--- config.mk ---
export PLATFORM = sky130hd
export DESIGN_NAME = hasc_ctrl
export DESIGN_NICKNAME = d
export VERILOG_FILES = /design/src/sv/hasc_pkg.sv /design/src/sv/hasc_ctrl.sv
export VERILOG_INCLUDE_DIRS = /design/src /design/src/sv
export SDC_FILE = /design/constraint.sdc
export NUM_CORES = 1
export LEC_CHECK = 0
export BUFFER_PORTS_ARGS = -buffer_cell sky130_fd_sc_hd__buf_4
export CAP_MARGIN = 15
export CORE_AREA = 4 4 41 43
export CTS_CLUSTER_DIAMETER = 60
export DETAILED_ROUTE_END_ITERATION = 8
export DIE_AREA = 0 0 45 47
export GPL_TIMING_DRIVEN = 0
export SLEW_MARGIN = 20
export SYNTH_ARGS = -nofsm -noshare
export SYNTH_HDL_FRONTEND = slang
export SYNTH_SLANG_ARGS = --single-unit
--- constraint.sdc ---
create_clock -name clk -period 3.9 [get_ports clk]
set_clock_uncertainty 0.15 [all_clocks]
set_input_delay 0.39 -clock clk [delete_from_list [all_inputs] [get_ports clk]]
set_output_delay 0.39 -clock clk [all_outputs]
set_load 0.05 [all_outputs]
--- src/sv/hot_air_station_controller_core_macros.svh ---
// Assertion macros shared by the hot-air station controller modules.
`ifndef HOT_AIR_STATION_CONTROLLER_CORE_MACROS_SVH
`define HOT_AIR_STATION_CONTROLLER_CORE_MACROS_SVH
`ifndef NO_ASSERTIONS
// Condition a holds in a cycle, so c holds in the same cycle.
`define HASC_ASSERT_IMPLY(lbl, ck, rn, a, c) \
    lbl: assert property (@(posedge ck) disable iff (!rn) (a) |-> (c)) \
        else $error("hasc implication check failed");
// Condition a holds in a cycle, so c holds in the next cycle.
`define HASC_ASSERT_NEXT(lbl, ck, rn, a, c) \
    lbl: assert property (@(posedge ck) disable iff (!rn) (a) |=> (c)) \
        else $error("hasc next-cycle check failed");
`else
`define HASC_ASSERT_IMPLY(lbl, ck, rn, a, c)
`define HASC_ASSERT_NEXT(lbl, ck, rn, a, c)
`endif
`endif

--- src/sv/hasc_pkg.sv ---
// Shared types and constants of the hot-air station controller.
package hasc_pkg;

    localparam logic [15:0] MIN_SET_TEMP = 16'd100;
    localparam logic [15:0] MAX_SET_TEMP = 16'd450;
    localparam int NUM_W = 28;
    localparam int MAG_W = NUM_W - 1;
    localparam int CNT_W = $clog2(MAG_W);

    typedef enum logic [3:0] {
        OP_SAMPLE  = 4'd0,
        OP_HOLDER  = 4'd1,
        OP_FAN     = 4'd2,
        OP_TEMP    = 4'd3,
        OP_POWER   = 4'd4,
        OP_CAL     = 4'd5,
        OP_CAPTURE = 4'd6,
        OP_ON      = 4'd7,
        OP_OFF     = 4'd8
    } op_t;

    typedef enum logic [1:0] {
        MODE_OFF    = 2'd0,
        MODE_HEAT   = 2'd1,
        MODE_PARKED = 2'd2
    } mode_t;

    typedef enum logic [2:0] {
        ST_IDLE,
        ST_MUL,
        ST_SUM,
        ST_DIV,
        ST_FIN,
        ST_OUT
    } state_t;

    typedef struct packed {
        logic [3:0] op;
        logic [9:0] adc_sample;
        logic       clockwise;
        logic       on_stand;
        logic       cal_point;
    } in_beat_t;

    typedef struct packed {
        logic [1:0]         power_state;
        logic [7:0]         fan_duty;
        logic               fan_drive_on;
        logic               heater_drive_on;
        logic               led_lit;
        logic [6:0]         fan_percent;
        logic [15:0]        target_temp;
        logic [6:0]         power_percent;
        logic signed [15:0] measured_temp;
        logic [15:0]        cal_temp_low;
        logic [15:0]        cal_temp_high;
    } out_beat_t;

    // Commands from the controller to the datapath.
    typedef struct packed {
        logic apply;
        logic mul;
        logic sum;
        logic div_step;
        logic fin;
        logic load_out;
    } cmd_t;

    // Status from the datapath to the controller.
    typedef struct packed {
        logic is_sample;
        logic zero_span;
        logic div_done;
        logic out_busy;
    } sts_t;

endpackage

--- src/sv/hasc_ctrl.sv ---
// Controller state machine sequencing event handling and conversion.
`include "hot_air_station_controller_core_macros.svh"
module hasc_ctrl
    import hasc_pkg::*;
(
    input  logic clk,
    input  logic rst_n,
    input  logic in_valid,
    output logic in_ready,
    input  sts_t sts,
    output cmd_t cmd
);

    state_t state_reg;
    state_t state_next;

    // State register.
    always_ff @(posedge clk or negedge rst_n)
    begin
        if (!rst_n)
        begin
            state_reg <= ST_IDLE;
        end
        else
        begin
            state_reg <= state_next;
        end
    end

    // Next state and commands.
    always_comb
    begin
        state_next = state_reg;
        cmd = '0;
        in_ready = 1'b0;
        case (state_reg)
            ST_IDLE:
            begin
                in_ready = 1'b1;
                if (in_valid)
                begin
                    cmd.apply = 1'b1;
                    state_next = sts.is_sample ? ST_MUL : ST_OUT;
                end
            end
            ST_MUL:
            begin
                cmd.mul = 1'b1;
                state_next = ST_SUM;
            end
            ST_SUM:
            begin
                cmd.sum = 1'b1;
                state_next = sts.zero_span ? ST_FIN : ST_DIV;
            end
            ST_DIV:
            begin
                cmd.div_step = 1'b1;
                if (sts.div_done)
                begin
                    state_next = ST_FIN;
                end
            end
            ST_FIN:
            begin
                cmd.fin = 1'b1;
                state_next = ST_OUT;
            end
            ST_OUT:
            begin
                if (!sts.out_busy)
                begin
                    cmd.load_out = 1'b1;
                    state_next = ST_IDLE;
                end
            end
            default:
            begin
                state_next = ST_IDLE;
            end
        endcase
    end

    // A non-sample event goes straight to the result stage.
    `HASC_ASSERT_NEXT(a_fast_event, clk, rst_n, cmd.apply && !sts.is_sample, state_reg == ST_OUT)
    // The last division step hands over to the finishing stage.
    `HASC_ASSERT_NEXT(a_div_exit, clk, rst_n, state_reg == ST_DIV && sts.div_done, state_reg == ST_FIN)
    // A free result slot always releases the result stage.
    `HASC_ASSERT_NEXT(a_out_release, clk, rst_n, state_reg == ST_OUT && !sts.out_busy, state_reg == ST_IDLE)
    // Only one stage command is active at a time.
    `HASC_ASSERT_IMPLY(a_one_cmd, clk, rst_n, 1'b1, $onehot0(cmd))

endmodule

-- Yosys cells after proc, flatten, opt, wreduce, memory -nomap -nowiden
Cells that the tools add are included.
- register bits: 3
- logic and storage cells: 26
- input port bits: 7
- output and inout bits: 7
- reduce and logical (&&, ||, !) cells: 2
- muxes and demuxes: 15
- equal/unequal tests: 8
- operators by type and width (kind ; count):
    case mux 3 bit (6 select lines) ; 1
    two-way mux 3 bit ; 5
    two-way mux 1 bit ; 9
    equality test 3 x 2 -> 1 bit (second input constant) ; 2
    equality test 3 bit (second input constant) ; 2
    inequality test 2 bit (second input constant) ; 3
    equality test 3 x 1 -> 1 bit (second input constant) ; 1
    logical NOT 3 bit ; 1
    AND reduction 3 bit ; 1

-- Depth between registers and ports, before layout
Gate-level depths: netlist (run 1).
- word-level depth: 3
- depth in mapped cells: 4
- depth with buffers taken out: 3

-- Least setup slack after synthesis (run 1)
No wires, ideal clock.
- path kind: reg-to-output
- start point: register state_reg[0]
- end point: output cmd[5] in the netlist's numbering
- arrival time: 2215 ps
- stages on the path, launching flop included: 4
- buffers on the path: 1
- path slack: 1145 ps
- path through: dfrtp_1 buf_4 nor3_1 and2_1
- RTL lines (element ; RTL line ; source):
    from (decl) ; hasc_ctrl.sv:14 ; state_t state_reg;
    from (signal assigned) ; hasc_ctrl.sv:26 ; state_reg <= state_next;
    to (decl) ; hasc_ctrl.sv:11 ; output cmd_t cmd

==> results by group, run 1 <==
Status
  – Status: finished clean

STA
  – Final slew viol count: 0
  – # setup viols final: 0
  – Fmax: 529 MHz
  – Final min period: 1.89 ns
  – Final worst path period share: 48.5%
  – Max transition margin: 78.8%
  – Setup TNS: 0 ns
  – Final hold violations: 0
  – Tightest Pin Transition: 0.316 ns
  – RSZ-0062 raised after global routing: no

Clocking
  – H-tree levels: 1
  – CTS tree: yes
  – Clock tree sinks: 3
  – Clk_lat worst skew: 0.23 ns
  – Post-CTS setup buffer count: 0
  – Clock Path Buffers: 2
  – Clock Tree Root: clkbuf_4
  – TritonCTS buffer count: 3
  – Clock transition at the registers of the reported paths: 0.04 ns
  – CTS resizes: 0

Run
  – Max Cap Violations: 0

Cells and area
  – Max FFs per register: 3
  – Final nets: 55
  – # diodes: 0
  – Most frequent cells in the layout: buf_4 (14), nor2_1 (4), clkbuf_4 (3), dfrtp_1 (3)
  – P&R area growth vs syn: 58.1%
  – Final instance area: 415 um^2
  – Fin util: 31.9%
  – Share of cells above drive strength 1: 46.8%
  – Most common cell after layout, fill and taps aside: buf_4

Route
  – Vias per cell: 4.26
  – Routed Antenna Nets: 0
  – Drt wl/cell: 9.76 um
  – Final wirelength: 605 um
  – Residual DRC: 0
  – DR pass1 iterations: 4
  – DR iter-0 viols: 1
  – Via Count: 264

Placed design
  – Placed cell areas: 379 um^2
  – # port buffers: 13
  – RePlAce Congestion: 0.749

Critical path
  – R2R Path End: state_reg[0]
  – Req. time, crit path: 3.36 ns
  – Critical-path maximum fanout: 10
  – Setup slack, reg-to-reg: 2.55 ns
  – Worst setup EP type: output port
  – Worst Setup Start Kind: flop
  – Critical path type: flop to output port
  – R2r worst-path depth: 4
  – WP data arrival: 1.35 ns
  – CP startpoint: state_reg[0]
  – Crit Reg-Reg Startpoint: state_reg[2]

Power
  – Peak supply drop: 283 uV
  – Power density over cell area: 959 nW/um^2
  – Leakage: 0.194 nW
  – Switching Fraction: 50.4%
  – Power share of the combinational group: 72.3%
  – Net Switching: 0.201 mW
  – Internal power: 0.198 mW
  – Sequential power share: 14.2%
  – Clock power share: 13.4%

Yosys
  – Syn nets: 36
  – Mean post-synth cell area: 9.06 um^2
  – Yosys warning total: 0
  – Sequential area share after synthesis: 28.6%
  – Most used flip-flop cell after synthesis: dfrtp_1
  – Synth Cell Area: 263 um^2
  – Fraction of registers with async set or reset after synthesis: 100%
  – Number of synthesized flops with an enable pin: 0
  – FF+latch count, synth: 3
  – Synth cell types: 21
  – Post-Synthesis Cells: 29

Die
  – Die height: 47 um
  – Initial Utilization: 20.2%
  – Die Width: 45 um
  – Row cnt: 13
  – Boundary Pins: 14
  – Core ar.: 1300 um^2
  – Die area: 2120 um^2

Worst hold path
  – Worst hold path type: primary input to async pin

GRT
  – Largest net degree at the start of global routing: 11
  – GRT Overall Usage: 6.88%
  – Grt total ovfl: 0
  – First-pass GRT wire length: 1.04 mm
  – Initial antenna violation count: 0
  – Vias in the first global route: 260
## per-layer routing
metal	global-route usage, %	part of all wire (%)
met1	7.99	42
met2	10.5	54
met3	2.30	3.3
met4	5.26	0
met5	0	0
## layout make-up
class	count	area (um^2)
multi-input cells	22	154
flip-flops and latches	3	75.1
clock buffers	4	26.3
plain buffers	3	30.0
inverters	1	3.75
well taps	15	18.8
repair buffers	14	108
fillers	151	886
## repair_timing
| item | CTS | global route |
|---|---|---|
| endpoints found under the setup margin | 0 | 0 |
| endpoints found under the hold margin | 3 | 0 |
| hold buffers | 1 | 0 |
## worst max path at each step
stage	cells past startpoint	endpoint
detailed placement	4	cmd[5]
finish	4	cmd[5]
global placement	4	cmd[5]
floorplan	3	cmd[5]
CTS	4	cmd[5]
global route	4	cmd[5]
## synth_stat cells (2+ instances only)
library cell | number | area share [%]
buf_6 | 2 | 8.6
nor2_1 | 4 | 5.7
nand2b_1 | 2 | 4.8
dfrtp_1 | 3 | 29
nor3b_1 | 2 | 5.7
## worst max-delay path, cell delays in order (launching register included)
cell	delay (ns)
dfrtp_1	0.38
buf_4	0.17
nor3_1	0.22
and2_1	0.16
buf_4	0.19
## per-stage QoR
step	power (mW)	hold slack, ns	cells	setup slack, ns
after CTS	0.402	0.329	62	2.00
after floorplan	0.279	-0.0556	29	1.14
after global placement	0.347	0.0291	57	2.27
after global routing	0.421	0.349	62	1.89
after detailed placement	0.345	0.0298	57	2.25
final	0.398	0.334	62	2.01
## power by group through the flow
stage | clock network, mW | registers [mW] | logic (mW)
after floorplan | 0 | 0.0558 | 0.223
after global placement | 0 | 0.0574 | 0.289
after detailed placement | 0 | 0.0575 | 0.288
after CTS | 0.0543 | 0.0570 | 0.290
after global routing | 0.0548 | 0.0598 | 0.307
final | 0.0535 | 0.0567 | 0.288
## kinds of logic (layout without fill, tap and decap cells)
kind of cell           count (synthesis)  in the layout  share of synthesized area (%)
buffers and inverters                  4             22                           12.9
and+or+nand+nor                       17             17                           42.9
DFF                                    3              3                           28.6
AOI/OAI and AO/OA                      5              5                           15.7
(Power assumes the default switching activity.)
==> run 2: changes to the inputs <==
--- a/config.mk
+++ b/config.mk
@@ -6,6 +6,7 @@
 export SDC_FILE = /design/constraint.sdc
 export NUM_CORES = 1
 export LEC_CHECK = 0
+export ABC_AREA = 1
 export BUFFER_PORTS_ARGS = -buffer_cell sky130_fd_sc_hd__buf_4
 export CAP_MARGIN = 15
 export CORE_AREA = 4 4 41 43
==> constraint.sdc (replaced) <==
create_clock -name clk -period 1.7 [get_ports clk]
set_clock_uncertainty 0.15 [all_clocks]
set_input_delay 0.17 -clock clk [delete_from_list [all_inputs] [get_ports clk]]
set_output_delay 0.17 -clock clk [all_outputs]
set_load 0.05 [all_outputs]
==> run 2 against run 1 <==
Final cell count is 16% higher. Routed wire length is 0.17% lower. Combinational power is 90% higher. Utilization is 1.5 points lower. Die area stayed put. Critical endpoint unchanged.
==> results by group, run 2 <==
Route
  – Top sig layer: met3 (unchanged)
  – Routed Antenna Nets: 0 (unchanged)
  – Via Count: 291 (was 264)
  – DR iter-0 viols: 2 (was 1)
  – Met1 WL: 252 um (was 257 um)
  – Met3 wire length: 56 um (was 20 um)
  – Residual DRC: 0 (unchanged)
  – Vias per cell: 4.04 (was 4.26)
  – Met2 WL post-DR: 295 um (was 326 um)
  – Final wirelength: 604 um (was 605 um)
  – Drt wl/cell: 8.39 um (was 9.76 um)
  – DR pass1 iterations: 4 (unchanged)

Status
  – Status: finished clean (unchanged)

Yosys
  – Post-synth top cells: nand2_1 (11), nor2_1 (7), inv_1 (6), dfrtp_1 (3) (was nor2_1 (4), dfrtp_1 (3), buf_6 (2), nand2b_1 (2), nor3b_1 (2))
  – Largest family of logic cells by synthesized area: simple AND/OR/NAND/NOR gates (unchanged)
  – Multiplexer share of the synthesized area: 0% (unchanged)
  – Compound-gate portion of the synthesized area: 4.35% (was 15.7%)
  – Synth top area share: 32.6% (was 28.6%)
  – Sequential area share after synthesis: 32.6% (was 28.6%)
  – Fraction of registers with async set or reset after synthesis: 100% (unchanged)
  – Syn nets: 46 (was 36)
  – Most used flip-flop cell after synthesis: dfrtp_1 (unchanged)
  – FF+latch count, synth: 3 (unchanged)
  – Post-Synth Adder-Cell Area: 0% (unchanged)
  – Dominant cell by count in the synthesized netlist: nand2_1 (was nor2_1)
  – Synth Cell Area: 230 um^2 (was 263 um^2)
  – Most area-consuming cells after synthesis: dfrtp_1 (33%), nand2_1 (18%), nor2_1 (11%), inv_1 (9.8%), nor2_2 (5.4%) (was dfrtp_1 (29%), buf_6 (8.6%), nor2_1 (5.7%), nor3b_1 (5.7%), nand2b_1 (4.8%))
  – Yosys warning total: 0 (unchanged)
  – Synth cell types: 14 (was 21)
  – XOR/XNOR Fraction of Synth Area: 0% (unchanged)
  – Number of synthesized flops with an enable pin: 0 (unchanged)
  – Area leader, netlist: dfrtp_1 (unchanged)
  – Mean post-synth cell area: 5.90 um^2 (was 9.06 um^2)
  – Simple-Gate Fraction of Synth Area: 50.0% (was 42.9%)
  – Post-Synthesis Cells: 39 (was 29)

STA
  – Final hold violations: 0 (unchanged)
  – RSZ-0062 raised after global routing: no (unchanged)
  – # setup viols final: 0 (unchanged)
  – Setup TNS: 0 ns (unchanged)
  – Final worst path period share: 92.1%
  – Final slew viol count: 0 (unchanged)
  – Max transition margin: 83.8% (was 78.8%)
  – Tightest Pin Transition: 0.243 ns (was 0.316 ns)
  – Final min period: 1.57 ns
  – Fmax: 639 MHz

GRT
  – Largest net degree at the start of global routing: 7 (was 11)
  – Vias in the first global route: 287 (was 260)
  – Grt total ovfl: 0 (unchanged)
  – First-pass GRT wire length: 1.05 mm (was 1.04 mm)
  – GRT Overall Usage: 6.97% (was 6.88%)
  – Initial antenna violation count: 0 (unchanged)

Cells and area
  – Most frequent cells in the layout: buf_4 (13), nand2_1 (11), inv_1 (6), nor2_1 (6) (was buf_4 (14), nor2_1 (4), clkbuf_4 (3), dfrtp_1 (3))
  – Share of cells above drive strength 1: 40.4% (was 46.8%)
  – P&R area growth vs syn: 71.7% (was 58.1%)
  – Max FFs per register: 3 (unchanged)
  – Final nets: 65 (was 55)
  – Number of fillers in the final layout: 155 (was 151)
  – Fin cells: 72 (was 62)
  – # diodes: 0 (unchanged)
  – Most common cell after layout, fill and taps aside: buf_4 (unchanged)

Clocking
  – CTS tree: yes (unchanged)
  – Clock Path Buffers: 2 (unchanged)
  – Clock Tree Root: clkbuf_4 (unchanged)
  – TritonCTS buffer count: 3 (unchanged)
  – Clock tree sinks: 3 (unchanged)
  – H-tree levels: 1 (unchanged)
  – Clk_lat worst skew: 0.23 ns (about the same)
  – Clock transition at the registers of the reported paths: 0.04 ns (about the same)

Critical path
  – R2R Path End: state_reg[0] (unchanged)
  – Setup slack, reg-to-reg: 0.47 ns (was 2.55 ns)
  – CP cell instances: nor2_2 -> inv_1 -> nor3_2 -> buf_4 (was buf_4 -> nor3_1 -> and2_1 -> buf_4)
  – R2r worst-path depth: 7 (was 4)
  – Worst Setup Start Kind: flop (unchanged)
  – WP data arrival: 1.25 ns (was 1.35 ns)
  – Slowest CP cell: dfrtp_1 (unchanged)
  – Worst setup EP type: output port (unchanged)
  – CP top delay family: flip-flops (unchanged)
  – CP max stage delay: 0.44 ns (was 0.38 ns)
  – WP buf/inv: 2 (unchanged)
  – Req. time, crit path: 1.38 ns (was 3.36 ns)
  – Critical-path maximum fanout: 6 (was 10)
  – Critical path type: flop to output port (unchanged)
  – Crit Reg-Reg Startpoint: state_reg[2] (unchanged)

Run
  – Max Cap Violations: 0 (unchanged)

Die
  – Die area: 2120 um^2 (unchanged)
  – Die height: 47 um (unchanged)
  – Boundary Pins: 14 (unchanged)
  – Row cnt: 13 (unchanged)
  – Core ar.: 1300 um^2 (unchanged)
  – Initial Utilization: 17.7% (was 20.2%)
  – Die Width: 45 um (unchanged)

Power
  – Tot Pwr: 0.837 mW (was 0.398 mW)
  – Peak supply drop: 595 uV (was 283 uV)
  – Leakage: 0.227 nW (was 0.194 nW)
  – Power density over cell area: 2120 nW/um^2 (was 959 nW/um^2)

Placed design
  – RePlAce Congestion: 0.659 (was 0.749)
  – # port buffers: 13 (unchanged)
  – Post-DP HPWL: 502 um
  – Placed cells: 67 (was 57)

Worst hold path
  – Worst hold path type: primary input to async pin (unchanged)
==> run 2: area by class of cell <==
type                       count  area (um^2)  share of cell area (%)
timing repair buffer          14          108                    27.2
sequential                     3         75.1                    19.0
clock buffer                   4         26.3                    6.65
tap                           15         18.8                    4.75
inverter                       8         30.0                    7.59
multi-input combinational     28          138                    34.8
==> run 2: how the worst max path moves through the flow <==
stage | from | end | slack (ns) | cells after the start
after floorplan | state_reg[0] | cmd[1] | 0.06 | 3
after global placement | state_reg[0] | cmd[5] | 0.33 | 4
after detailed placement | state_reg[0] | cmd[5] | 0.33 | 4
after CTS | state_reg[0] | cmd[5] | 0.08 | 4
after global routing | state_reg[0] | in_ready | 0.06 | 4
final | state_reg[0] | cmd[5] | 0.13 | 4
==> run 2: routing by layer <==
metal,vias to the layer above,track usage [%]
met5,-,0
met4,0,5.26
met3,0,2.30
li1,154,-
met1,125,8.01
met2,12,10.7
==> run 2: through the flow <==
step | hold WS (ns) | utilization [%] | instance area [um^2] | worst slack (ns)
after global placement | -0.190 | 27.4 | 357 | 0.328
after global routing | 0.120 | 30.4 | 395 | 0.0602
final | 0.115 | 30.4 | 395 | 0.135
after floorplan | -0.276 | - | 240 | 0.0635
after detailed placement | -0.190 | 27.4 | 357 | 0.330
after CTS | 0.110 | 30.2 | 393 | 0.0794
==> run 2: power breakdown <==
| group | leakage, nW | internal, mW | total [mW] | switching (mW) |
|---|---|---|---|---|
| Sequential | 0.0373 | 0.107 | 0.166 | 0.0592 |
| Clock | 0.0150 | 0.0879 | 0.124 | 0.0363 |
| Combinational | 0.175 | 0.166 | 0.547 | 0.381 |
==> run 2: cell families after synthesis <==
logic type / after synthesis
AOI/OAI and AO/OA: 2
DFF: 3
buffers and inverters: 8
and+or+nand+nor: 26
==> run 2: what timing repair did <==
action	CTS	global route
endpoints found under the hold margin	3	0
setup endpoints to repair	0	1
setup buffers	0	0
hold buffers	1	0
resized for setup	0	1
