`config.mk`:
```
export PLATFORM = sky130hd
export DESIGN_NAME = hasc_dp
export DESIGN_NICKNAME = d
export VERILOG_FILES = /design/src/sv/hasc_pkg.sv /design/src/sv/hasc_dp.sv
export VERILOG_INCLUDE_DIRS = /design/src /design/src/sv
export SDC_FILE = /design/constraint.sdc
export NUM_CORES = 2
export LEC_CHECK = 0
export ABC_AREA = 1
export BUFFER_PORTS_ARGS = -buffer_cell sky130_fd_sc_hd__buf_2
export CAP_MARGIN = 20
export CORE_ASPECT_RATIO = 0.5
export CORE_UTILIZATION = 35
export DETAILED_ROUTE_END_ITERATION = 12
export GPL_TIMING_DRIVEN = 0
export SYNTH_ARGS = -nofsm -noshare
export SYNTH_HDL_FRONTEND = slang
export SYNTH_SLANG_ARGS = --single-unit
export TNS_END_PERCENT = 1
```
`constraint.sdc`:
```
create_clock -name clk -period 5.9 [get_ports clk]
set_input_delay 1.475 -clock clk [delete_from_list [all_inputs] [get_ports clk]]
set_output_delay 1.475 -clock clk [all_outputs]
set_load 0.01 [all_outputs]
```
`src/sv/hot_air_station_controller_core_macros.svh`:
```
// Assertion macros shared by the hot-air station controller modules.
`ifndef HOT_AIR_STATION_CONTROLLER_CORE_MACROS_SVH
`define HOT_AIR_STATION_CONTROLLER_CORE_MACROS_SVH
`ifndef NO_ASSERTIONS
// Condition a holds in a cycle, so c holds in the same cycle.
`define HASC_ASSERT_IMPLY(lbl, ck, rn, a, c) \
    lbl: assert property (@(posedge ck) disable iff (!rn) (a) |-> (c)) \
        else $error("hasc implication check failed");
// Condition a holds in a cycle, so c holds in the next cycle.
`define HASC_ASSERT_NEXT(lbl, ck, rn, a, c) \
    lbl: assert property (@(posedge ck) disable iff (!rn) (a) |=> (c)) \
        else $error("hasc next-cycle check failed");
`else
`define HASC_ASSERT_IMPLY(lbl, ck, rn, a, c)
`define HASC_ASSERT_NEXT(lbl, ck, rn, a, c)
`endif
`endif

```
`src/sv/hasc_pkg.sv`:
```
// Shared types and constants of the hot-air station controller.
package hasc_pkg;

    localparam logic [15:0] MIN_SET_TEMP = 16'd100;
    localparam logic [15:0] MAX_SET_TEMP = 16'd450;
    localparam int NUM_W = 28;
    localparam int MAG_W = NUM_W - 1;
    localparam int CNT_W = $clog2(MAG_W);

    typedef enum logic [3:0] {
        OP_SAMPLE  = 4'd0,
        OP_HOLDER  = 4'd1,
        OP_FAN     = 4'd2,
        OP_TEMP    = 4'd3,
        OP_POWER   = 4'd4,
        OP_CAL     = 4'd5,
        OP_CAPTURE = 4'd6,
        OP_ON      = 4'd7,
        OP_OFF     = 4'd8
    } op_t;

    typedef enum logic [1:0] {
        MODE_OFF    = 2'd0,
        MODE_HEAT   = 2'd1,
        MODE_PARKED = 2'd2
    } mode_t;

    typedef enum logic [2:0] {
        ST_IDLE,
        ST_MUL,
        ST_SUM,
        ST_DIV,
        ST_FIN,
        ST_OUT
    } state_t;

    typedef struct packed {
        logic [3:0] op;
        logic [9:0] adc_sample;
        logic       clockwise;
        logic       on_stand;
        logic       cal_point;
    } in_beat_t;

    typedef struct packed {
        logic [1:0]         power_state;
        logic [7:0]         fan_duty;
        logic               fan_drive_on;
        logic               heater_drive_on;
        logic               led_lit;
        logic [6:0]         fan_percent;
        logic [15:0]        target_temp;
        logic [6:0]         power_percent;
        logic signed [15:0] measured_temp;
        logic [15:0]        cal_temp_low;
        logic [15:0]        cal_temp_high;
    } out_beat_t;

    // Commands from the controller to the datapath.
    typedef struct packed {
        logic apply;
        logic mul;
        logic sum;
        logic div_step;
        logic fin;
        logic load_out;
    } cmd_t;

    // Status from the datapath to the controller.
    typedef struct packed {
        logic is_sample;
        logic zero_span;
        logic div_done;
        logic out_busy;
    } sts_t;

endpackage

```
`src/sv/hasc_dp.sv`:
```
// Datapath: controller state, event updates, calibration divider and result register.
`include "hot_air_station_controller_core_macros.svh"
module hasc_dp
    import hasc_pkg::*;
(
    input  logic      clk,
    input  logic      rst_n,
    input  cmd_t      cmd,
    output sts_t      sts,
    input  in_beat_t  in_data,
    input  logic      out_ready,
    output logic      out_valid,
    output out_beat_t out_data
);

    mode_t              mode_reg;
    logic [6:0]         fan_reg;
    logic [6:0]         saved_reg;
    logic [15:0]        setp_reg;
    logic [6:0]         pwr_reg;
    logic [15:0]        rta_reg;
    logic [15:0]        rtb_reg;
    logic [9:0]         raa_reg;
    logic [9:0]         rab_reg;
    logic [9:0]         last_adc_reg;
    logic               led_reg;
    logic signed [15:0] last_temp_reg;
    logic [15:0]        cta_reg;
    logic [15:0]        ctb_reg;
    logic               out_valid_reg;
    out_beat_t          out_reg;

    // Conversion working registers.
    logic signed [10:0]      da_reg;
    logic signed [16:0]      dt_reg;
    logic signed [10:0]      off_reg;
    logic signed [NUM_W-1:0] p1_reg;
    logic signed [NUM_W-1:0] p2_reg;
    logic [MAG_W-1:0]        quo_reg;
    logic [9:0]              rem_reg;
    logic [9:0]              den_reg;
    logic                    neg_reg;
    logic [CNT_W-1:0]        cnt_reg;

    logic signed [10:0]      da_now;
    logic signed [16:0]      dt_now;
    logic signed [10:0]      off_now;
    logic signed [NUM_W-1:0] num;
    logic [NUM_W-1:0]        num_abs;
    logic [10:0]             da_abs;
    logic [10:0]             shifted;
    logic [11:0]             diff;
    logic signed [NUM_W-1:0] res;
    logic signed [15:0]      res_sat;
    logic [7:0]              duty;

    // Differences of the calibration points and of the new sample.
    assign da_now  = $signed({1'b0, rab_reg}) - $signed({1'b0, raa_reg});
    assign dt_now  = $signed({1'b0, ctb_reg}) - $signed({1'b0, cta_reg});
    assign off_now = $signed({1'b0, in_data.adc_sample}) - $signed({1'b0, rab_reg});

    // Numerator magnitude and divisor magnitude.
    assign num     = p1_reg + p2_reg;
    assign num_abs = num[NUM_W-1] ? NUM_W'(-num) : NUM_W'(num);
    assign da_abs  = da_reg[10] ? 11'(-da_reg) : 11'(da_reg);

    // One restoring division step.
    assign shifted = {rem_reg, quo_reg[MAG_W-1]};
    assign diff    = {1'b0, shifted} - {2'b00, den_reg};

    // Signed result for either sign and for a zero span, and its 16-bit saturation.
    always_comb
    begin
        if (da_reg == '0)
        begin
            res = NUM_W'(off_reg) + NUM_W'($signed({1'b0, ctb_reg}));
        end
        else if (neg_reg)
        begin
            res = -$signed({1'b0, quo_reg});
        end
        else
        begin
            res = $signed({1'b0, quo_reg});
        end
        if (res > NUM_W'(32767))
        begin
            res_sat = 16'sh7fff;
        end
        else if (res < -NUM_W'(32768))
        begin
            res_sat = -16'sh8000;
        end
        else
        begin
            res_sat = res[15:0];
        end
    end

    assign duty = (fan_reg == 7'd100) ? 8'd255 : ({fan_reg, 1'b0} + {2'b00, fan_reg[6:1]});

    assign sts.is_sample = (in_data.op == OP_SAMPLE);
    assign sts.zero_span = (da_reg == '0);
    assign sts.div_done  = (cnt_reg == '0);
    assign sts.out_busy  = out_valid_reg && !out_ready;

    // Controller state updated by events.
    always_ff @(posedge clk or negedge rst_n)
    begin
        if (!rst_n)
        begin
            mode_reg      <= MODE_OFF;
            fan_reg       <= 7'd50;
            saved_reg     <= 7'd50;
            setp_reg      <= 16'd250;
            pwr_reg       <= 7'd0;
            rta_reg       <= 16'd30;
            rtb_reg       <= 16'd50;
            raa_reg       <= 10'd108;
            rab_reg       <= 10'd200;
            last_adc_reg  <= 10'd0;
            led_reg       <= 1'b0;
            last_temp_reg <= 16'sd0;
            cta_reg       <= 16'd30;
            ctb_reg       <= 16'd50;
        end
        else
        begin
            if (cmd.fin)
            begin
                last_temp_reg <= res_sat;
            end
            if (cmd.apply)
            begin
                case (in_data.op)
                    OP_SAMPLE:
                    begin
                        last_adc_reg <= in_data.adc_sample;
                    end
                    OP_HOLDER:
                    begin
                        if (in_data.on_stand)
                        begin
                            if (mode_reg == MODE_HEAT)
                            begin
                                saved_reg <= fan_reg;
                                fan_reg   <= 7'd100;
                                mode_reg  <= MODE_PARKED;
                            end
                            else if (mode_reg == MODE_PARKED)
                            begin
                                led_reg <= !led_reg;
                            end
                        end
                        else if (mode_reg == MODE_PARKED)
                        begin
                            fan_reg  <= saved_reg;
                            mode_reg <= MODE_HEAT;
                            led_reg  <= 1'b1;
                        end
                    end
                    OP_FAN:
                    begin
                        if (in_data.clockwise)
                        begin
                            if (fan_reg < 7'd100)
                            begin
                                fan_reg <= fan_reg + 7'd1;
                            end
                        end
                        else if (fan_reg > 7'd20)
                        begin
                            fan_reg <= fan_reg - 7'd1;
                        end
                    end
                    OP_TEMP:
                    begin
                        if (in_data.clockwise)
                        begin
                            if (setp_reg < MAX_SET_TEMP)
                            begin
                                setp_reg <= setp_reg + 16'd5;
                            end
                        end
                        else if (setp_reg > MIN_SET_TEMP)
                        begin
                            setp_reg <= setp_reg - 16'd5;
                        end
                    end
                    OP_POWER:
                    begin
                        if (in_data.clockwise)
                        begin
                            if (pwr_reg < 7'd100)
                            begin
                                pwr_reg <= pwr_reg + 7'd1;
                            end
                        end
                        else if (pwr_reg > 7'd1)
                        begin
                            pwr_reg <= pwr_reg - 7'd1;
                        end
                    end
                    OP_CAL:
                    begin
                        if (in_data.cal_point)
                        begin
                            rta_reg <= in_data.clockwise ? rta_reg + 16'd1 : rta_reg - 16'd1;
                        end
                        else
                        begin
                            rtb_reg <= in_data.clockwise ? rtb_reg + 16'd1 : rtb_reg - 16'd1;
                        end
                    end
                    OP_CAPTURE:
                    begin
                        if (in_data.cal_point)
                        begin
                            raa_reg <= last_adc_reg;
                        end
                        else
                        begin
                            rab_reg <= last_adc_reg;
                        end
                        cta_reg <= rta_reg;
                        ctb_reg <= rtb_reg;
                    end
                    OP_ON:
                    begin
                        mode_reg <= MODE_HEAT;
                        led_reg  <= 1'b1;
                    end
                    OP_OFF:
                    begin
                        mode_reg <= MODE_OFF;
                        led_reg  <= 1'b0;
                    end
                    default:
                    begin
                    end
                endcase
            end
        end
    end

    // Conversion pipeline: differences, products, magnitudes, division steps.
    always_ff @(posedge clk)
    begin
        if (cmd.apply)
        begin
            da_reg  <= da_now;
            dt_reg  <= dt_now;
            off_reg <= off_now;
        end
        if (cmd.mul)
        begin
            p1_reg <= NUM_W'($signed({1'b0, ctb_reg})) * NUM_W'(da_reg);
            p2_reg <= NUM_W'(dt_reg) * NUM_W'(off_reg);
        end
        if (cmd.sum)
        begin
            quo_reg <= num_abs[MAG_W-1:0];
            den_reg <= da_abs[9:0];
            rem_reg <= '0;
            neg_reg <= num[NUM_W-1] ^ da_reg[10];
            cnt_reg <= CNT_W'(MAG_W - 1);
        end
        if (cmd.div_step)
        begin
            if (!diff[11])
            begin
                rem_reg <= diff[9:0];
                quo_reg <= {quo_reg[MAG_W-2:0], 1'b1};
            end
            else
            begin
                rem_reg <= shifted[9:0];
                quo_reg <= {quo_reg[MAG_W-2:0], 1'b0};
            end
            cnt_reg <= cnt_reg - CNT_W'(1);
        end
    end

    // Result register.
    always_ff @(posedge clk or negedge rst_n)
    begin
        if (!rst_n)
        begin
            out_valid_reg <= 1'b0;
        end
        else if (cmd.load_out)
        begin
            out_valid_reg <= 1'b1;
        end
        else if (out_ready)
        begin
            out_valid_reg <= 1'b0;
        end
    end

    always_ff @(posedge clk)
    begin
        if (cmd.load_out)
        begin
            out_reg.power_state     <= mode_reg;
            out_reg.fan_duty        <= duty;
            out_reg.fan_drive_on    <= (mode_reg != MODE_OFF);
            out_reg.heater_drive_on <= (mode_reg == MODE_HEAT);
            out_reg.led_lit         <= led_reg;
            out_reg.fan_percent     <= fan_reg;
            out_reg.target_temp     <= setp_reg;
            out_reg.power_percent   <= pwr_reg;
            out_reg.measured_temp   <= last_temp_reg;
            out_reg.cal_temp_low    <= rta_reg;
            out_reg.cal_temp_high   <= rtb_reg;
        end
    end

    assign out_valid = out_valid_reg;
    assign out_data  = out_reg;

    // The running remainder stays below the divisor.
    `HASC_ASSERT_IMPLY(a_rem_bound, clk, rst_n, cmd.div_step, rem_reg < den_reg)
    // A result is never loaded over one that is still waiting.
    `HASC_ASSERT_IMPLY(a_no_overrun, clk, rst_n, cmd.load_out, !(out_valid_reg && !out_ready))
    // A stalled result beat holds its valid and its payload.
    `HASC_ASSERT_NEXT(a_out_hold, clk, rst_n, out_valid_reg && !out_ready, out_valid_reg && $stable(out_reg))

endmodule

```
Word level (Yosys, flattened, before mapping)
Cells that the tools add are included.
{"block": "totals", "reg_bits": 390, "input_bits": 26, "output_inout_bits": 96, "word_cells": 153}
{"block": "op_classes", "n_addsub": 21, "multipliers": 2, "n_lt_le_gt_ge": 8, "eq_ne": 19, "mux": 40, "bitwise": 2, "reduce_logical": 25}
{"cell": "$mux 16", "count": 7}
{"cell": "$mux 27", "count": 3}
{"cell": "$mux 7", "count": 9}
{"cell": "$mul 17x11->28", "count": 2}
{"cell": "$mux 28", "count": 2}
{"cell": "$mux 10", "count": 4}
{"cell": "$add 16x1->16 const B", "count": 2}
{"cell": "$sub 16x1->16 const B", "count": 2}
{"cell": "$add 28x28->28", "count": 1}
{"cell": "$gt 28x16->1 const B", "count": 1}
{"cell": "$lt 28x16->1 const B", "count": 1}
{"cell": "$neg 27->28", "count": 1}
{"cell": "$neg 27->27", "count": 1}
{"cell": "$sub 10x10->11", "count": 2}
{"cell": "$add 11x17->18", "count": 1}
{"cell": "$ne 3x3->1 const B", "count": 6}
{"cell": "$sub 16x16->17", "count": 1}
{"cell": "$add 16x3->16 const B", "count": 1}
{"cell": "$eq 4x3->1 const B", "count": 4}
{"cell": "$gt 16x7->1 const B", "count": 1}
{"cell": "$lt 16x9->1 const B", "count": 1}
{"cell": "$reduce_and 4->1", "count": 4}
{"cell": "$sub 16x3->16 const B", "count": 1}
{"cell": "$add 7x1->7 const B", "count": 2}
{"cell": "34 further kinds", "count": 57}

Depth between registers and ports, before layout
{"block": "depth", "depth_word": 6, "ltp_mapped": 23, "depth_no_buf": 22}

Worst setup path after synthesis
OpenSTA, ideal clock, no wires.
{"block": "synth_path", "path_type": "reg2reg", "from": "reg off_reg[10]", "to": "reg p2_reg[19], data pin", "setup_ns": 0.265, "t_arrival_ns": 5.365, "t_required_ns": 5.635, "slack_ns": 0.270, "path_stages_with_launch": 19, "path_buffers": 2, "period_less_slack_ns": 5.630, "cell_sequence": "edfxtp_1 inv_1 clkbuf_1 clkbuf_1 nor2_1 fa_1 fa_1 fa_1 fa_1 inv_1 fa_1 inv_1 ha_1 a21oi_1 a21boi_0 o21ai_1 a21boi_1 o21ai_0 xor2_1"}
{"block": "synth_via", "elab_chain_len": 1}
{"element": "start: declaration", "line": "hasc_dp.sv:36", "text": "logic signed [10:0] off_reg;"}
{"element": "start signal: assignment", "line": "hasc_dp.sv:253", "text": "off_reg <= off_now;"}
{"element": "$mul 17x11->28", "line": "hasc_dp.sv:258", "text": "p2_reg <= NUM_W'(dt_reg) * NUM_W'(off_reg);"}
{"element": "end signal: assignment", "line": "hasc_dp.sv:258"}
{"element": "end: declaration", "line": "hasc_dp.sv:38", "text": "logic signed [NUM_W-1:0] p2_reg;"}
No other way between the ends.
A chain may end at the register's enable or synchronous reset.

Worst setup path after layout
{"block": "layout_path", "from": "reg ctb_reg[0]", "to": "reg p1_reg[22], data pin"}
{"block": "layout_via", "elab_chain_len": 1}
{"element": "start: declaration", "line": "hasc_dp.sv:29", "text": "logic [15:0] ctb_reg;"}
{"element": "start signal: assignment", "line": "hasc_dp.sv:226", "text": "ctb_reg <= rtb_reg;"}
{"element": "$mul 17x11->28", "line": "hasc_dp.sv:257", "text": "p1_reg <= NUM_W'($signed({1'b0, ctb_reg})) * NUM_W'(da_reg);"}
{"element": "end signal: assignment", "line": "hasc_dp.sv:257"}
{"element": "end: declaration", "line": "hasc_dp.sv:37", "text": "logic signed [NUM_W-1:0] p1_reg;"}
No other way between the ends.

==> impl_results.md <==
* Status: completed
* Gr ovfl total at 0
* First-pass GRT wire length at 160000 µm
* Initial cell density of the core at 35.6%
* Vias in the first global route at 28300
* CP required at 6230 ps
* Clk buf depth at 3
* Multi-input gate area at 21200 µm²
* Cell class contributing the biggest share of worst-path delay: adder cells
* CP cell instances: clkbuf_2, nand2_1, fa_1, fa_1, fa_1, inv_1, fa_1, inv_1, fa_1, inv_1, ha_1, a21o_1, a21oi_2, o21ai_1, a21boi_2, o21ai_0, a21oi_1, o21ai_1, xor2_1
* Largest net degree at the start of global routing at 80
* Tcrit/Tclk final at 97.4%
* Reg clk slew, reported paths at 70 ps
* Post-Syn Area at 35900 µm²
* Clock Latency Late Sink at 610 ps
* Synth Warn # at 0
* Clock Sinks at 390
* Seq. cell area at 11000 µm²
* Row count at 82
* Crit end category: flop
* Max Clk Rate at 174 MHz
* Setup CP Type: reg2reg
* IO Pins at 122
* # H-tree levels at 2
* CP bufs+invs at 4
* Number of max-cap violations at 0
* PortBufs at 120
* Most frequent CP cell: fa_1
* Commonest non-fill, non-tap cell in the layout: nand2_1
* Clock tree from TritonCTS: built
* Initial antenna violation count at 7
* Hpwl dp at 80800 µm
* Worst Tran Pin Value at 1100 ps
* Max reg flops at 91
* Gr usage total at 19.6%
* Pre-antenna DRT Iters at 6
* Drt drc at 0
* Slowest stage delay, CP at 570 ps
* Clock period minus worst slack at 5750 ps
* Mapped Cells at 4300
* Layout cells sized above 1 at 9.87%
* Area delta synth->final at 11.9%
* Most frequent cells in the layout: nand2_1 (1059), inv_1 (847), fa_1 (307)
* CTS Hold Bufs at 0
* Die W at 455 µm
* Max_slew headroom at 27.0%
* # fillers at 10100
* Mean Syn Cell Area at 8.35 µm²
* DRT iter0 DRCs at 2307
* Final setup vio count at 0
* Via count at 28800
* Core Area at 101000 µm²
* Die height at 228 µm
* Slack of the worst reg-to-reg path at 150 ps
* Worst clock skew at 31.1 ps
* Total CTS buffers at 42
* GP Congestion at 0.956
* Placement Setup Slack at -1000 ps
* HP Class: reg2reg
* Final worst slack at 154 ps
* Synth unique cells at 63
* Routed Antenna Nets at 0
* Syn_nets at 4923
* Hold Violations, Final at 0
* Fin nets at 5096
* Max-slew violations at 0
* Avg WL per Cell at 17.3 µm
* Sequential-to-total area share from yosys stat at 30.6%
* WL final at 101000 µm
* #FFs+latches synth at 390
* Unrepaired setup endpoints after global routing: true
* DIE AREA at 104000 µm²
* Vias/cell at 4.92
* Arrival time worst endpoint at 6080 ps
* Worst-path maximum fanout at 10
* Worst setup SP type: flop
* Root Buffer: clkbuf_16
* Slowest-stage cell, CP: dfrtp_1
-- logic make-up (layout without fill, tap and decap cells) --
family,after synthesis,count (layout),share of synthesized area [%]
AOI/OAI and AO/OA,556,556,8.44
and+or+nand+nor,1556,1556,18.0
buffers and inverters,1001,1208,10.7
DFF,390,390,30.6
xor gates and xnor gates,190,190,4.68
muxes,10,10,0.310
other,0,5,0
adders and majority gates,597,597,27.2
-- routing by layer --
metal / vias to the layer above / part of all wire (%) / GRT usage, %
met1: 14000 / 46 / 28.0
met5: - / 0.027 / 0
met3: 128 / 6.3 / 2.94
li1: 13900 / - / -
met4: 4 / 2.4 / 4.80
met2: 784 / 45 / 31.1
-- worst register-to-register path: stages (launching register included) --
cell	delay, ps
dfrtp_1	570
clkbuf_2	400
nand2_1	140
fa_1	460
fa_1	470
fa_1	540
inv_1	50
fa_1	480
inv_1	60
fa_1	540
inv_1	50
ha_1	350
a21o_1	200
a21oi_2	140
o21ai_1	120
a21boi_2	240
o21ai_0	160
a21oi_1	250
o21ai_1	100
xor2_1	150
-- cell type report --
cell class                      count  share of cell area, %
Antenna cell                        5                 0.0312
Timing Repair Buffer              140                   2.07
Sequential cell                   390                   27.5
Clock buffer                       57                   2.96
Tap cell                         1344                   4.19
Buffer                            113                   1.64
Clock inverter                     21                  0.717
Inverter                          877                   8.22
Multi-Input combinational cell   2909                   52.7
-- path summary, 6_finish.rpt --
check / start / endpoint / cells past startpoint
setup reg to reg: ctb_reg[0]$_DFFE_PN0P_ / p1_reg[22]$_DFFE_PP_ / 19
max in group asynchronous: rst_n / ctb_reg[3]$_DFFE_PN0P_ / 2
hold / removal: last_temp_reg[15]$_DFFE_PN0P_ / out_data[47]$_DFFE_PP_ / 0
setup / recovery: ctb_reg[0]$_DFFE_PN0P_ / p1_reg[22]$_DFFE_PP_ / 19
hold reg to reg: last_temp_reg[15]$_DFFE_PN0P_ / out_data[47]$_DFFE_PP_ / 0
min in group asynchronous: rst_n / last_temp_reg[3]$_DFFE_PN0P_ / 1
-- cells in the mapped netlist, drive strengths merged --
master   number  area share (%)
o21a          4           0.084
fa          308              17
o311ai        3           0.073
inv         871             9.1
nor3         35            0.57
nand3b        8            0.20
nor2        225             2.5
nand4        35            0.61
mux2          9            0.28
clkinv        6           0.063
a22oi         2           0.042
o41ai         1           0.024
and2          5           0.087
o32ai         1           0.024
o21ai       242             3.4
buf          28            0.49
a21oi       222             3.1
nand3       155             2.3
o221ai        2           0.049
dfrtp       118             8.2
xor2        123             3.0
a221oi        3           0.073
o2bb2ai       1           0.024
nor4          7            0.16
clkbuf       96             1.0
mux2i         1           0.028
a21boi       11            0.23
a21o         11            0.23
xnor2        67             1.7
ha          289              10
dfstp        33             2.4
edfxtp      239              20
o211ai        4           0.084
o21bai       11            0.23
a31o          1           0.024
or2           9            0.16
o31ai         5            0.10
a31oi        17            0.30
o22ai         4           0.070
a32o          2           0.056
a211oi        7            0.15
o2111ai       2           0.049
nand2      1077              11
-- timing repair --
item | 4_1_cts | 5_1_grt
setup endpoints to repair | 30 | 24
pin swaps | 0 | 5
gates resized for setup | 69 | 89
setup buffers | 6 | 9
-- stage by stage --
| stage | std cells | hold WS, ps | utilization (%) | cell area (µm²) | setup TNS (ps) |
|---|---|---|---|---|---|
| CTS | 5847 | 447 | 39.6 | 39900 | -42.5 |
| detailed placement | 5768 | 430 | 38.0 | 38300 | -14780 |
| floorplan | 4300 | 424 | - | 35900 | 0 |
| global route | 5855 | 471 | 39.8 | 40200 | -286 |
| global placement | 5764 | 434 | 37.9 | 38200 | -24240 |
| finish | 5856 | 446 | 39.8 | 40200 | 0 |
Power is not shown: default switching activity piles up to over one toggle a cycle in this logic, so the estimate is an artifact.
